$ cat src/design/qeas_pkg.sv
// ----------------------------------------------------------------------------
// Encoder angle and speed estimator package
// Shared widths, register indexes, request types and small helper functions.
// ----------------------------------------------------------------------------
package qeas_pkg;

	// Position counter width and angle resolution.
	localparam int CNT_BITS   = 32;
	localparam int ANGLE_BITS = 16;

	// Configuration port.
	localparam int CFG_IDX_BITS  = 3;
	localparam int CFG_DATA_BITS = 32;

	localparam logic [CFG_IDX_BITS-1:0] REG_MOTOR_MODE  = 3'd0;
	localparam logic [CFG_IDX_BITS-1:0] REG_MAX_COUNT   = 3'd1;
	localparam logic [CFG_IDX_BITS-1:0] REG_ANGLE_GAIN  = 3'd2;
	localparam logic [CFG_IDX_BITS-1:0] REG_POLE_PAIRS  = 3'd3;
	localparam logic [CFG_IDX_BITS-1:0] REG_ELEC_OFFSET = 3'd4;
	localparam logic [CFG_IDX_BITS-1:0] REG_SPEED_GAIN  = 3'd5;

	localparam logic signed [40:0] S32_MAX = 41'sd2147483647;
	localparam logic signed [40:0] S32_MIN = -41'sd2147483648;

	typedef struct packed {
		logic        unit_event;
		logic [31:0] pos_count;
		logic [31:0] unit_timer;
		logic [15:0] capture_latch;
		logic        overflow_flag;
		logic        underflow_flag;
		logic        capture_error;
	} sample_t;

	typedef struct packed {
		logic signed [15:0] mech_angle;
		logic signed [15:0] elec_angle;
		logic signed [31:0] mech_speed;
		logic signed [31:0] elec_speed;
		logic signed [31:0] accel_diff;
		logic signed [31:0] jerk_diff;
		logic        [15:0] wrap_errors;
	} result_t;

	// Top ANGLE_BITS of a turn fraction as a signed angle, returned in 16 bits.
	function automatic logic signed [15:0] angle_out(input logic [31:0] frac);
		logic [ANGLE_BITS-1:0] v;
		logic signed [31:0]    ext;
		v   = frac[31 -: ANGLE_BITS];
		ext = 32'(signed'(v));
		return ext[15:0];
	endfunction

	// Saturate a signed value to the 32-bit range.
	function automatic logic signed [31:0] sat32(input logic signed [40:0] v);
		logic signed [31:0] r;
		if (v > S32_MAX) begin
			r = 32'sh7FFF_FFFF;
		end else if (v < S32_MIN) begin
			r = 32'sh8000_0000;
		end else begin
			r = signed'(v[31:0]);
		end
		return r;
	endfunction

endpackage

$ cat src/design/encoder_angle_speed_estimator.sv
// ----------------------------------------------------------------------------
// Encoder angle and speed estimator
// Turns quadrature counter samples into angles and M/T or difference speed.
// ----------------------------------------------------------------------------
// One sample request yields one result request. After acceptance a sample
// passes through the event update, the operand setup, the bit-serial
// multiplier (speed gain and angle gain are scanned one bit per cycle),
// the divider seed, the restoring divider (one quotient bit per cycle),
// the states that form the signed speeds, the electrical angle and the
// linear-mode differences, the final state that loads the output register
// and the idle state in which the next sample is taken. The result sits in
// an output register, so a new sample is accepted while an earlier result
// still waits; the block only stalls at the end of a sample if that register
// is still full. Configuration registers are written through a plain write
// port and should only be changed while idle.
// Rotary mode gives delta * speed_gain / ((timer - capture) * 65536), zero
// when the timer difference is zero; linear mode divides by 65536 alone and
// also reports raw per-sample differences of electrical speed and
// acceleration.
// ----------------------------------------------------------------------------
module encoder_angle_speed_estimator
	import qeas_pkg::*;
(
	input  logic                     clk,
	input  logic                     arst_n,
	// Sample channel
	input  logic                     sample_valid,
	output logic                     sample_ready,
	input  sample_t                  sample,
	// Result channel
	output logic                     result_valid,
	input  logic                     result_ready,
	output result_t                  result,
	// Configuration write port
	input  logic                     cfg_we,
	input  logic [CFG_IDX_BITS-1:0]  cfg_index,
	input  logic [CFG_DATA_BITS-1:0] cfg_wdata
);

	// Sequencer states.
	localparam logic [3:0] ST_IDLE = 4'd0;
	localparam logic [3:0] ST_EVT  = 4'd1;
	localparam logic [3:0] ST_PREP = 4'd2;
	localparam logic [3:0] ST_MUL  = 4'd3;
	localparam logic [3:0] ST_DVI  = 4'd4;
	localparam logic [3:0] ST_DIV  = 4'd5;
	localparam logic [3:0] ST_MECH = 4'd6;
	localparam logic [3:0] ST_ELEC = 4'd7;
	localparam logic [3:0] ST_ACC  = 4'd8;
	localparam logic [3:0] ST_FIN  = 4'd9;

	localparam logic [5:0] MUL_LAST = 6'd31;
	localparam logic [5:0] DIV_LAST = 6'd39;

	// Configuration registers.
	logic        motor_mode_q;
	logic [31:0] max_count_q;
	logic [31:0] angle_gain_q;
	logic [6:0]  pole_pairs_q;
	logic [15:0] elec_offset_q;
	logic [31:0] speed_gain_q;

	// Estimator history.
	logic               [31:0] latched_count_q;
	logic               [31:0] previous_count_q;
	logic signed        [33:0] count_delta_q;
	logic               [15:0] latched_capture_q;
	logic signed        [31:0] prev_elec_q;
	logic signed        [31:0] prev_accel_q;
	logic               [15:0] error_tally_q;

	// Sequencer and datapath registers.
	logic [3:0]         state_q;
	logic [5:0]         step_q;
	sample_t            smp_q;
	logic               neg_q;
	logic               zero_q;
	logic               sat_q;
	logic [33:0]        mag_q;
	logic [47:0]        dvsr_q;
	logic [31:0]        sgain_sr_q;
	logic [31:0]        again_sr_q;
	logic [65:0]        prod_q;
	logic [31:0]        frac_q;
	logic [47:0]        rem_q;
	logic [39:0]        num_sr_q;
	logic [39:0]        quo_q;
	logic signed [31:0] mech_q;
	logic signed [31:0] elec_q;
	logic [31:0]        efrac_q;
	logic signed [31:0] accel_q;
	logic               result_valid_q;
	result_t            result_q;

	// Combinational helpers.
	logic [31:0]        cnt;
	logic [31:0]        maxc;
	logic signed [33:0] span;
	logic signed [33:0] raw_delta;
	logic signed [33:0] new_delta;
	logic               tally_inc;
	logic signed [33:0] sel_delta;
	logic [31:0]        dt;
	logic [48:0]        trial;
	logic               trial_ge;
	logic signed [31:0] mech_c;
	logic signed [39:0] elec_prod;
	logic signed [32:0] accel_wide;
	logic signed [32:0] jerk_wide;
	logic signed [31:0] jerk_c;
	logic               out_free;

	assign sample_ready = (state_q == ST_IDLE);
	assign result_valid = result_valid_q;
	assign result       = result_q;
	assign out_free     = !result_valid_q || result_ready;

	// Event update: wrap-corrected count delta, with wrap errors counted when
	// the counter sits exactly on its limit, and a zero delta on a capture error.
	always_comb begin
		cnt       = 32'(smp_q.pos_count[CNT_BITS-1:0]);
		maxc      = 32'(max_count_q[CNT_BITS-1:0]);
		span      = signed'({2'b00, maxc}) + 34'sd1;
		raw_delta = signed'({2'b00, cnt}) - signed'({2'b00, previous_count_q});
		new_delta = raw_delta;
		tally_inc = 1'b0;
		if (smp_q.overflow_flag) begin
			if (cnt == maxc) begin
				tally_inc = 1'b1;
			end else begin
				new_delta = raw_delta + span;
			end
		end else if (smp_q.underflow_flag) begin
			if (cnt == 32'd0) begin
				tally_inc = 1'b1;
			end else begin
				new_delta = raw_delta - span;
			end
		end
		if (smp_q.capture_error) begin
			new_delta = '0;
		end
	end

	// Operand selection: linear mode uses this sample's delta over a divisor of
	// one, rotary mode the held delta over the timer difference.
	always_comb begin
		if (motor_mode_q) begin
			sel_delta = smp_q.unit_event ? count_delta_q : '0;
			dt        = 32'd1;
		end else begin
			sel_delta = count_delta_q;
			dt        = smp_q.unit_timer - {16'h0000, latched_capture_q};
		end
	end

	// One restoring division step.
	always_comb begin
		trial    = {rem_q, num_sr_q[39]};
		trial_ge = (trial >= {1'b0, dvsr_q});
	end

	// Sign and saturate the quotient.
	always_comb begin
		if (zero_q) begin
			mech_c = '0;
		end else if (!neg_q) begin
			mech_c = (sat_q || (quo_q[39:31] != '0)) ? 32'sh7FFF_FFFF
			                                         : signed'(quo_q[31:0]);
		end else if (sat_q || (quo_q > 40'h00_8000_0000)) begin
			mech_c = 32'sh8000_0000;
		end else begin
			mech_c = signed'(32'd0 - quo_q[31:0]);
		end
	end

	always_comb begin
		elec_prod  = $signed({1'b0, pole_pairs_q}) * mech_q;
		accel_wide = 33'(elec_q) - 33'(prev_elec_q);
		jerk_wide  = 33'(accel_q) - 33'(prev_accel_q);
		jerk_c     = motor_mode_q ? sat32(41'(jerk_wide)) : '0;
	end

	// Configuration writes.
	always_ff @(posedge clk or negedge arst_n) begin
		if (!arst_n) begin
			motor_mode_q  <= 1'b0;
			max_count_q   <= 32'd4095;
			angle_gain_q  <= 32'd1048576;
			pole_pairs_q  <= 7'd4;
			elec_offset_q <= 16'd0;
			speed_gain_q  <= 32'd65536;
		end else if (cfg_we) begin
			unique case (cfg_index)
				REG_MOTOR_MODE:  motor_mode_q  <= cfg_wdata[0];
				REG_MAX_COUNT:   max_count_q   <= cfg_wdata[31:0];
				REG_ANGLE_GAIN:  angle_gain_q  <= cfg_wdata[31:0];
				REG_POLE_PAIRS:  pole_pairs_q  <= cfg_wdata[6:0];
				REG_ELEC_OFFSET: elec_offset_q <= cfg_wdata[15:0];
				REG_SPEED_GAIN:  speed_gain_q  <= cfg_wdata[31:0];
				default: ;
			endcase
		end
	end

	// Sequencer, history and output register.
	always_ff @(posedge clk or negedge arst_n) begin
		if (!arst_n) begin
			state_q           <= ST_IDLE;
			step_q            <= '0;
			latched_count_q   <= '0;
			previous_count_q  <= '0;
			count_delta_q     <= '0;
			latched_capture_q <= '0;
			prev_elec_q       <= '0;
			prev_accel_q      <= '0;
			error_tally_q     <= '0;
			result_valid_q    <= 1'b0;
		end else begin
			// The final state reloads the output register itself.
			if (result_valid_q && result_ready && (state_q != ST_FIN)) begin
				result_valid_q <= 1'b0;
			end
			unique case (state_q)
				ST_IDLE: begin
					if (sample_valid) begin
						state_q <= ST_EVT;
					end
				end
				ST_EVT: begin
					if (smp_q.unit_event) begin
						latched_count_q   <= cnt;
						latched_capture_q <= smp_q.capture_latch;
						previous_count_q  <= cnt;
						count_delta_q     <= new_delta;
						if (tally_inc && (error_tally_q != 16'hFFFF)) begin
							error_tally_q <= error_tally_q + 16'd1;
						end
					end
					state_q <= ST_PREP;
				end
				ST_PREP: begin
					step_q  <= MUL_LAST;
					state_q <= ST_MUL;
				end
				ST_MUL: begin
					step_q <= step_q - 6'd1;
					if (step_q == '0) begin
						state_q <= ST_DVI;
					end
				end
				ST_DVI: begin
					step_q  <= DIV_LAST;
					state_q <= ST_DIV;
				end
				ST_DIV: begin
					step_q <= step_q - 6'd1;
					if (step_q == '0) begin
						state_q <= ST_MECH;
					end
				end
				ST_MECH: state_q <= ST_ELEC;
				ST_ELEC: state_q <= ST_ACC;
				ST_ACC:  state_q <= ST_FIN;
				ST_FIN: begin
					if (out_free) begin
						result_valid_q <= 1'b1;
						if (motor_mode_q) begin
							prev_elec_q  <= elec_q;
							prev_accel_q <= accel_q;
						end
						state_q <= ST_IDLE;
					end
				end
				default: state_q <= ST_IDLE;
			endcase
		end
	end

	// Datapath registers, no reset needed.
	always_ff @(posedge clk) begin
		case (state_q)
			ST_IDLE: begin
				if (sample_valid) begin
					smp_q <= sample;
				end
			end
			ST_PREP: begin
				// Magnitude and sign of the delta, divisor scaled by 65536.
				neg_q      <= sel_delta[33];
				mag_q      <= sel_delta[33] ? unsigned'(-sel_delta) : unsigned'(sel_delta);
				zero_q     <= (dt == 32'd0);
				dvsr_q     <= {dt, 16'h0000};
				sgain_sr_q <= speed_gain_q;
				again_sr_q <= angle_gain_q;
				prod_q     <= '0;
				frac_q     <= '0;
			end
			ST_MUL: begin
				// MSB-first shift and add, one gain bit per cycle.
				prod_q     <= {prod_q[64:0], 1'b0} + (sgain_sr_q[31] ? 66'(mag_q) : 66'd0);
				frac_q     <= {frac_q[30:0], 1'b0} + (again_sr_q[31] ? latched_count_q : 32'd0);
				sgain_sr_q <= {sgain_sr_q[30:0], 1'b0};
				again_sr_q <= {again_sr_q[30:0], 1'b0};
			end
			ST_DVI: begin
				// Any quotient bit above bit 39 means the result saturates; else
				// the upper product bits seed the remainder directly.
				sat_q    <= ({22'd0, prod_q[65:40]} >= dvsr_q);
				rem_q    <= 48'(prod_q[65:40]);
				num_sr_q <= prod_q[39:0];
				quo_q    <= '0;
			end
			ST_DIV: begin
				rem_q    <= trial_ge ? 48'(trial - {1'b0, dvsr_q}) : trial[47:0];
				quo_q    <= {quo_q[38:0], trial_ge};
				num_sr_q <= {num_sr_q[38:0], 1'b0};
			end
			ST_MECH: begin
				mech_q <= mech_c;
			end
			ST_ELEC: begin
				elec_q  <= sat32(41'(elec_prod));
				efrac_q <= 32'(32'(pole_pairs_q) * frac_q) + {elec_offset_q, 16'h0000};
			end
			ST_ACC: begin
				accel_q <= motor_mode_q ? sat32(41'(accel_wide)) : '0;
			end
			ST_FIN: begin
				if (out_free) begin
					result_q.mech_angle  <= angle_out(frac_q);
					result_q.elec_angle  <= angle_out(efrac_q);
					result_q.mech_speed  <= mech_q;
					result_q.elec_speed  <= elec_q;
					result_q.accel_diff  <= accel_q;
					result_q.jerk_diff   <= jerk_c;
					result_q.wrap_errors <= error_tally_q;
				end
			end
			default: ;
		endcase
	end

endmodule

$ cat config.mk
export PLATFORM = sky130hd
export DESIGN_NAME = encoder_angle_speed_estimator
export DESIGN_NICKNAME = d
export VERILOG_FILES = /design/src/design/qeas_pkg.sv /design/src/design/encoder_angle_speed_estimator.sv
export SDC_FILE = /design/constraint.sdc
export NUM_CORES = 2
export LEC_CHECK = 0
export BUFFER_PORTS_ARGS = -buffer_cell sky130_fd_sc_hd__buf_2
export CAP_MARGIN = 20
export CORE_MARGIN = 4
export CORE_UTILIZATION = 55
export CTS_CLUSTER_SIZE = 28
export DETAILED_ROUTE_END_ITERATION = 16
export PLACE_DENSITY_LB_ADDON = 0.05
export SKIP_CTS_REPAIR_TIMING = 1
export SYNTH_ARGS = -nofsm -noshare
export SYNTH_HDL_FRONTEND = slang
export SYNTH_SLANG_ARGS = --single-unit
$ cat constraint.sdc
create_clock -name clk -period 22.7 [get_ports clk]
set_clock_uncertainty 0.1 [all_clocks]
set_input_delay 2.27 -clock clk [delete_from_list [all_inputs] [get_ports clk]]
set_output_delay 2.27 -clock clk [all_outputs]
set_load 0.05 [all_outputs]
Word level (Yosys, flattened, before mapping):

Cells that the tools add are included.

* equal/unequal tests: 21
* $add $sub $neg: 15
* magnitude comparators: 9
* divide/modulo/power cells: 0
* bitwise operators: 1
* reduce and logical (&&, ||, !) cells: 31
* multipliers: 2
* muxes and demuxes: 40
* shifts and indexed selects: 0

Operator list (count)
* $mux 34: 8
* $mux 32: 8
* $pmux 32 s2: 3
* $pmux 40 s2: 2
* $pmux 66 s2: 1
* $sub 32x32->33: 3
* $pmux 48 s2: 1
* $gt 40x32->1 const B: 2
* $add 66x34->66: 1
* $gt 33x32->1 const B: 2
* $lt 33x32->1 const B: 2
* $add 32x32->32: 2
* $logic_not 32->1: 2
* $mux 31: 2
* $ge 49x48->1: 1
* $ge 26x48->1: 1
* $mux 48: 1
* $sub 48x48->48: 1
* $lt 40x32->1 const B: 1
* $mul 8x32->40: 1
* $pmux 4 s10: 1
* $add 33x34->34: 1
* $neg 34->34: 1
* $sub 33x34->34: 1
* other kinds (35): 70

* latch bits: 0
* memories: 0
* ROM bits: 0
* output and inout bits: 178
* flip-flop bits (word level): 1040
* bits of input ports: 124
* bits in writable memories: 0
* logic and storage cells: 167

Longest topological paths before layout:

* depth after elaboration: 6
* mapped depth: 25
* depth with buffers taken out: 25

Worst setup path before layout:

OpenSTA, ideal clock, no wires.

* kind: flip-flop to flip-flop
* from: register state_q[2]
* to: register dvsr_q[16] (enable)
* buffers on the path: 1
* setup slack: 6.131 ns
* stages on the path, launching flop included: 4
* data required time: 22.099 ns
* setup time: 0.501 ns
* period minus slack after synthesis: 16.569 ns
* arrival time: 15.967 ns
* cells stage by stage: dfrtp_1 -> clkbuf_1 -> nor3b_1 -> nor2b_1

* longest elaborated chain between the ends: 1

Ends and longest elaborated chain
* from (decl): line encoder_angle_speed_estimator.sv:73 `logic [3:0] state_q;`
* from (signal assigned): line encoder_angle_speed_estimator.sv:209 `state_q <= ST_IDLE;`
* from (signal assigned): line encoder_angle_speed_estimator.sv:227 `state_q <= ST_EVT;`
* from (signal assigned): line encoder_angle_speed_estimator.sv:240 `state_q <= ST_PREP;`
* $eq 4x2->1: line encoder_angle_speed_estimator.sv:282 `case (state_q)`
* to (signal assigned): line encoder_angle_speed_estimator.sv:293 `dvsr_q <= {dt, 16'h0000};`
* to (decl): line encoder_angle_speed_estimator.sv:80 `logic [47:0] dvsr_q;`

Every way passes these cells.
A chain may end at the register's enable or synchronous reset.

Worst setup path after layout:

* from: register pole_pairs_q[4]
* to: register elec_q[19], data pin

* longest elaborated chain between the ends: 3
* elaborated cells on any way between the ends: 4
* those cells by class: mul: 1; order compare: 2; mux: 1

Ends and longest elaborated chain
* from (decl): line encoder_angle_speed_estimator.sv:59 `logic [6:0] pole_pairs_q;`
* from (signal assigned): line encoder_angle_speed_estimator.sv:198 `REG_POLE_PAIRS: pole_pairs_q <= cfg_wdata[6:0];`
* $mul 8x32->40 (*): line encoder_angle_speed_estimator.sv:178 `elec_prod = $signed({1'b0, pole_pairs_q}) * mech_q;`
* $lt 40x32->1: line qeas_pkg.sv:59 `end else if (v < S32_MIN) begin`
* $mux 32: line qeas_pkg.sv:59
* to (signal assigned): line encoder_angle_speed_estimator.sv:323 `elec_q <= sat32(41'(elec_prod));`
* to (decl): line encoder_angle_speed_estimator.sv:89 `logic signed [31:0] elec_q;`

Every way passes the cells marked *; elsewhere a longest branch is shown, timed or not.

==> summary.md <==
| Metric | Value |
|---|---|
| Die width | 363 um |
| Mapped Avg Cell Area | between 10 and 15 um2 |
| Share of layout cells above drive strength 1 | about an eighth |
| Worst path slowest cell | dfrtp_2 |
| Detailed Route WL | around 180,000 um |
| Cells after synthesis | 6,764 |
| Routed vias | 50.3k |
| Clock Latency Late Sink | approximately 730 ps |
| Port bufs | around 300 |
| Post-Route Setup TNS | 0 ps |
| Fraction of registers with async set/reset | 28.6% |
| R2R cell count | 21 |
| DR DRC count | 0 |
| Die footprint | about 130,000 um2 |
| RR Startpoint | pole_pairs_q[4] |
| RSZ-0062 raised after global routing | false |
| Die Height | roughly 360 um |
| Worst r2r dst | elec_q[19] |
| Worst Max-Slew Pin Slew | 1180 ps |
| Arr. time, crit path | ~8000 ps |
| Synth Register Bits | approximately 1.0k |
| Crit-path cells | buf_4, and2_1, fa_1, fa_1, fa_1, inv_1, fa_1, inv_1, ha_1, a41o_1, a21oi_1, nor2_1, a221o_1, a21oi_1, o21ai_0, a21o_1, a211oi_1, a21oi_1, a41oi_2, buf_6, o21ai_0 |
| Largest net degree at the start of global routing | 170 |
| Post-DP HPWL | approximately 130,000 um |
| CP delay by family, top | compound AO/OA/AOI/OAI gates |
| Max frequency | 131 MHz |
| Layout Nets | between 7k and 8k |
| Max Fanout on Critical Path | 40 |
| Post-synth EDFFs | between 700 and 800 |
| # IOs | a little over 300 |
| CP Capture Type | register |
| Ys Warns | 0 |
| Initial DRC count | roughly 4.0k |
| Max incr delay on CP | 670 ps |
| Area added between synthesis and finish | 9.98% |
| Depth of the CTS H-tree | 3 |
| Synth Net Count | ~7.6k |
| Hold WC Path Type | reg -> reg |
| Library cells used by synthesis | 87 |
| Mapped cell area | ~69,000 um2 |
| Reg2Reg Setup Slack | around 15,000 ps |
| Most frequent cells in the layout | 790 x nand2_1, 731 x edfxtp_1, 639 x inv_1, 418 x ha_1, 399 x and2_1 |
| Core area | about 120,000 um2 |
| Hold depth | 0 |
| Setup violators final | 0 |
| Initial antenna violation count | 4 |
| Pre-antenna DRT Iters | 6 |
| Worst path required time | between 20,000 and 25,000 ps |
| Total grt overflow | 0 |
| Number of max-cap violations | 0 |
| CTS buffer count | ~110 |
| Average wire per standard cell | a little over 20 um |
| Total Routing Usage GR | ~27% |
| Startpoint class of the critical path | register |
| Starting Density | between 50 and 60% |
| Root Buffer | clkbuf_16 |
| CP bufs+invs | 4 |
| RD Place Congestion | slightly above 0.9 |
| Vias per inst | 5.78 |
| Max Root-Sink Buffers | 3 |
| Crit path kind | reg -> reg |
| Max-slew violation count | 0 |
| Tmin final | ~7600 ps |
| Hold EP | result[146] |
| Tcrit/Tclk final | between 30% and 40% |
| Clock sinks | a little over 1k |
| Status | complete, no violations |
| Commonest non-fill, non-tap cell in the layout | nand2_1 |
| Clock transition at path regs | about 60 ps |
| Vias in the first global route | between 50k and 60k |
| Final hold violation count | 0 |
| Sequential share of the synthesized area | 42.3% |
| Ys flop type | edfxtp_1 |
| Hold path start | efrac_q[18] |
| Cell Rows | 129 |
| Fillers | roughly 10k |
| TritonCTS clock tree | yes |
| Slew headroom | between 20% and 30% |
| First-pass GRT wire length | roughly 280,000 um |
| ANT nets after route | 0 |
| Most frequent CP cell | fa_1 |
-- per-stage QoR --
| stage | hold WS (ps) | cells | util, % | cell area (um2) | worst slack (ps) |
|---|---|---|---|---|---|
| floorplan | 300 | 6764 | - | 69300 | 6130 |
| detailed placement | 305 | 8492 | 58.2 | 72500 | 15160 |
| global placement | 306 | 8489 | 58.2 | 72400 | 15150 |
| finish | 312 | 8706 | 61.3 | 76200 | 15080 |
| CTS | 316 | 8703 | 61.2 | 76200 | 15130 |
| global route | 331 | 8705 | 61.3 | 76200 | 14510 |
-- worst max-delay path by stage --
| stage | startpoint | endpoint | cells after the start |
|---|---|---|---|
| after floorplan | state_q[2] | dvsr_q[16] | 3 |
| after global placement | pole_pairs_q[2] | elec_q[21] | 20 |
| after detailed placement | pole_pairs_q[2] | elec_q[17] | 21 |
| after CTS | pole_pairs_q[4] | elec_q[17] | 21 |
| after global routing | pole_pairs_q[2] | elec_q[19] | 21 |
| final | pole_pairs_q[4] | elec_q[19] | 21 |
-- cells by family after synthesis --
family / count (synthesis) / synth area share [%]
AND/OR/NAND/NOR: 2231 / 15.7
adder cells (fa/ha/maj): 739 / 16.8
flip-flops: 1024 / 42.3
AO/OA/AOI/OAI: 1253 / 11.8
XOR/XNOR: 390 / 4.93
buffers and inverters: 907 / 4.91
multiplexers: 220 / 3.56
-- sequential cells by signal, summed over array words and instances, names as in the netlist, 34 cells and up --
| signal | cells |
|---|---|
| prod_q | 66 |
| num_sr_q | 40 |
| quo_q | 40 |
| result | 176 |
| rem_q | 48 |
| count_delta_q | 34 |
| mag_q | 34 |
| smp_q | 52 |
-- layout make-up --
class	instances	area, um2	area share [%]
diodes	2	5.00	0.00657
repair buffers	358	1990	2.60
flip-flops and latches	1024	29300	38.4
clock inverters	67	785	1.03
clock buffers	144	2970	3.90
inverters	641	2410	3.16
multi-input cells	4833	36700	48.2
well taps	1637	2050	2.69
-- synth_stat cells (all sizes together), types with 12 or more instances --
master   instances  area, um2
a221oi          20        175
o21ai          305       1530
dfrtp          278       6960
nand2b          45        282
a211oi          63        483
a2111oi         12        130
o211ai          26        195
o21a            45        338
o31ai           37        283
o41ai           21        184
and2           402       2510
or2             19        119
a21oi          302       1510
mux2           214       2410
nand4           55        344
nand2          793       2980
or4             12       93.8
a21boi          13       97.6
o21bai          43        323
xor2           158       1380
dfstp           15        394
a31o            33        289
nor3b           23        173
nand3           88        440
nor4            51        325
nor2           404       1520
inv            639       2400
nor2b           50        313
and3            97        607
nor3           104        526
ha             418       5230
and4            20        175
o221ai          15        131
xnor2          232       2030
edfxtp         731      22000
o22ai           15       93.8
fa             321       6430
clkbuf         256        961
or3             45        282
a21o           150       1130
a31oi           40        250
-- metal layers --
metal | vias to the layer above | global-route usage (%) | share of wire (%)
met5 | - | 0 | 0
met3 | 310 | 3.98 | 5.6
met1 | 24732 | 36.3 | 43
met4 | 0 | 8.67 | 3.6
li1 | 23927 | - | -
met2 | 1340 | 45.1 | 48
-- worst register-to-register path, stage by stage, from the launching register on --
cell and delay, ps:
dfrtp_2 670, buf_4 570, and2_1 260, fa_1 410
fa_1 480, fa_1 540, inv_1 50, fa_1 540
inv_1 40, ha_1 350, a41o_1 250, a21oi_1 380
nor2_1 100, a221o_1 410, a21oi_1 380, o21ai_0 230
a21o_1 220, a211oi_1 260, a21oi_1 120, a41oi_2 590
buf_6 250, o21ai_0 140
Power is left out: the tool's default activity adds up to more than one toggle a clock period on the data nets, which glitch-free logic cannot reach.
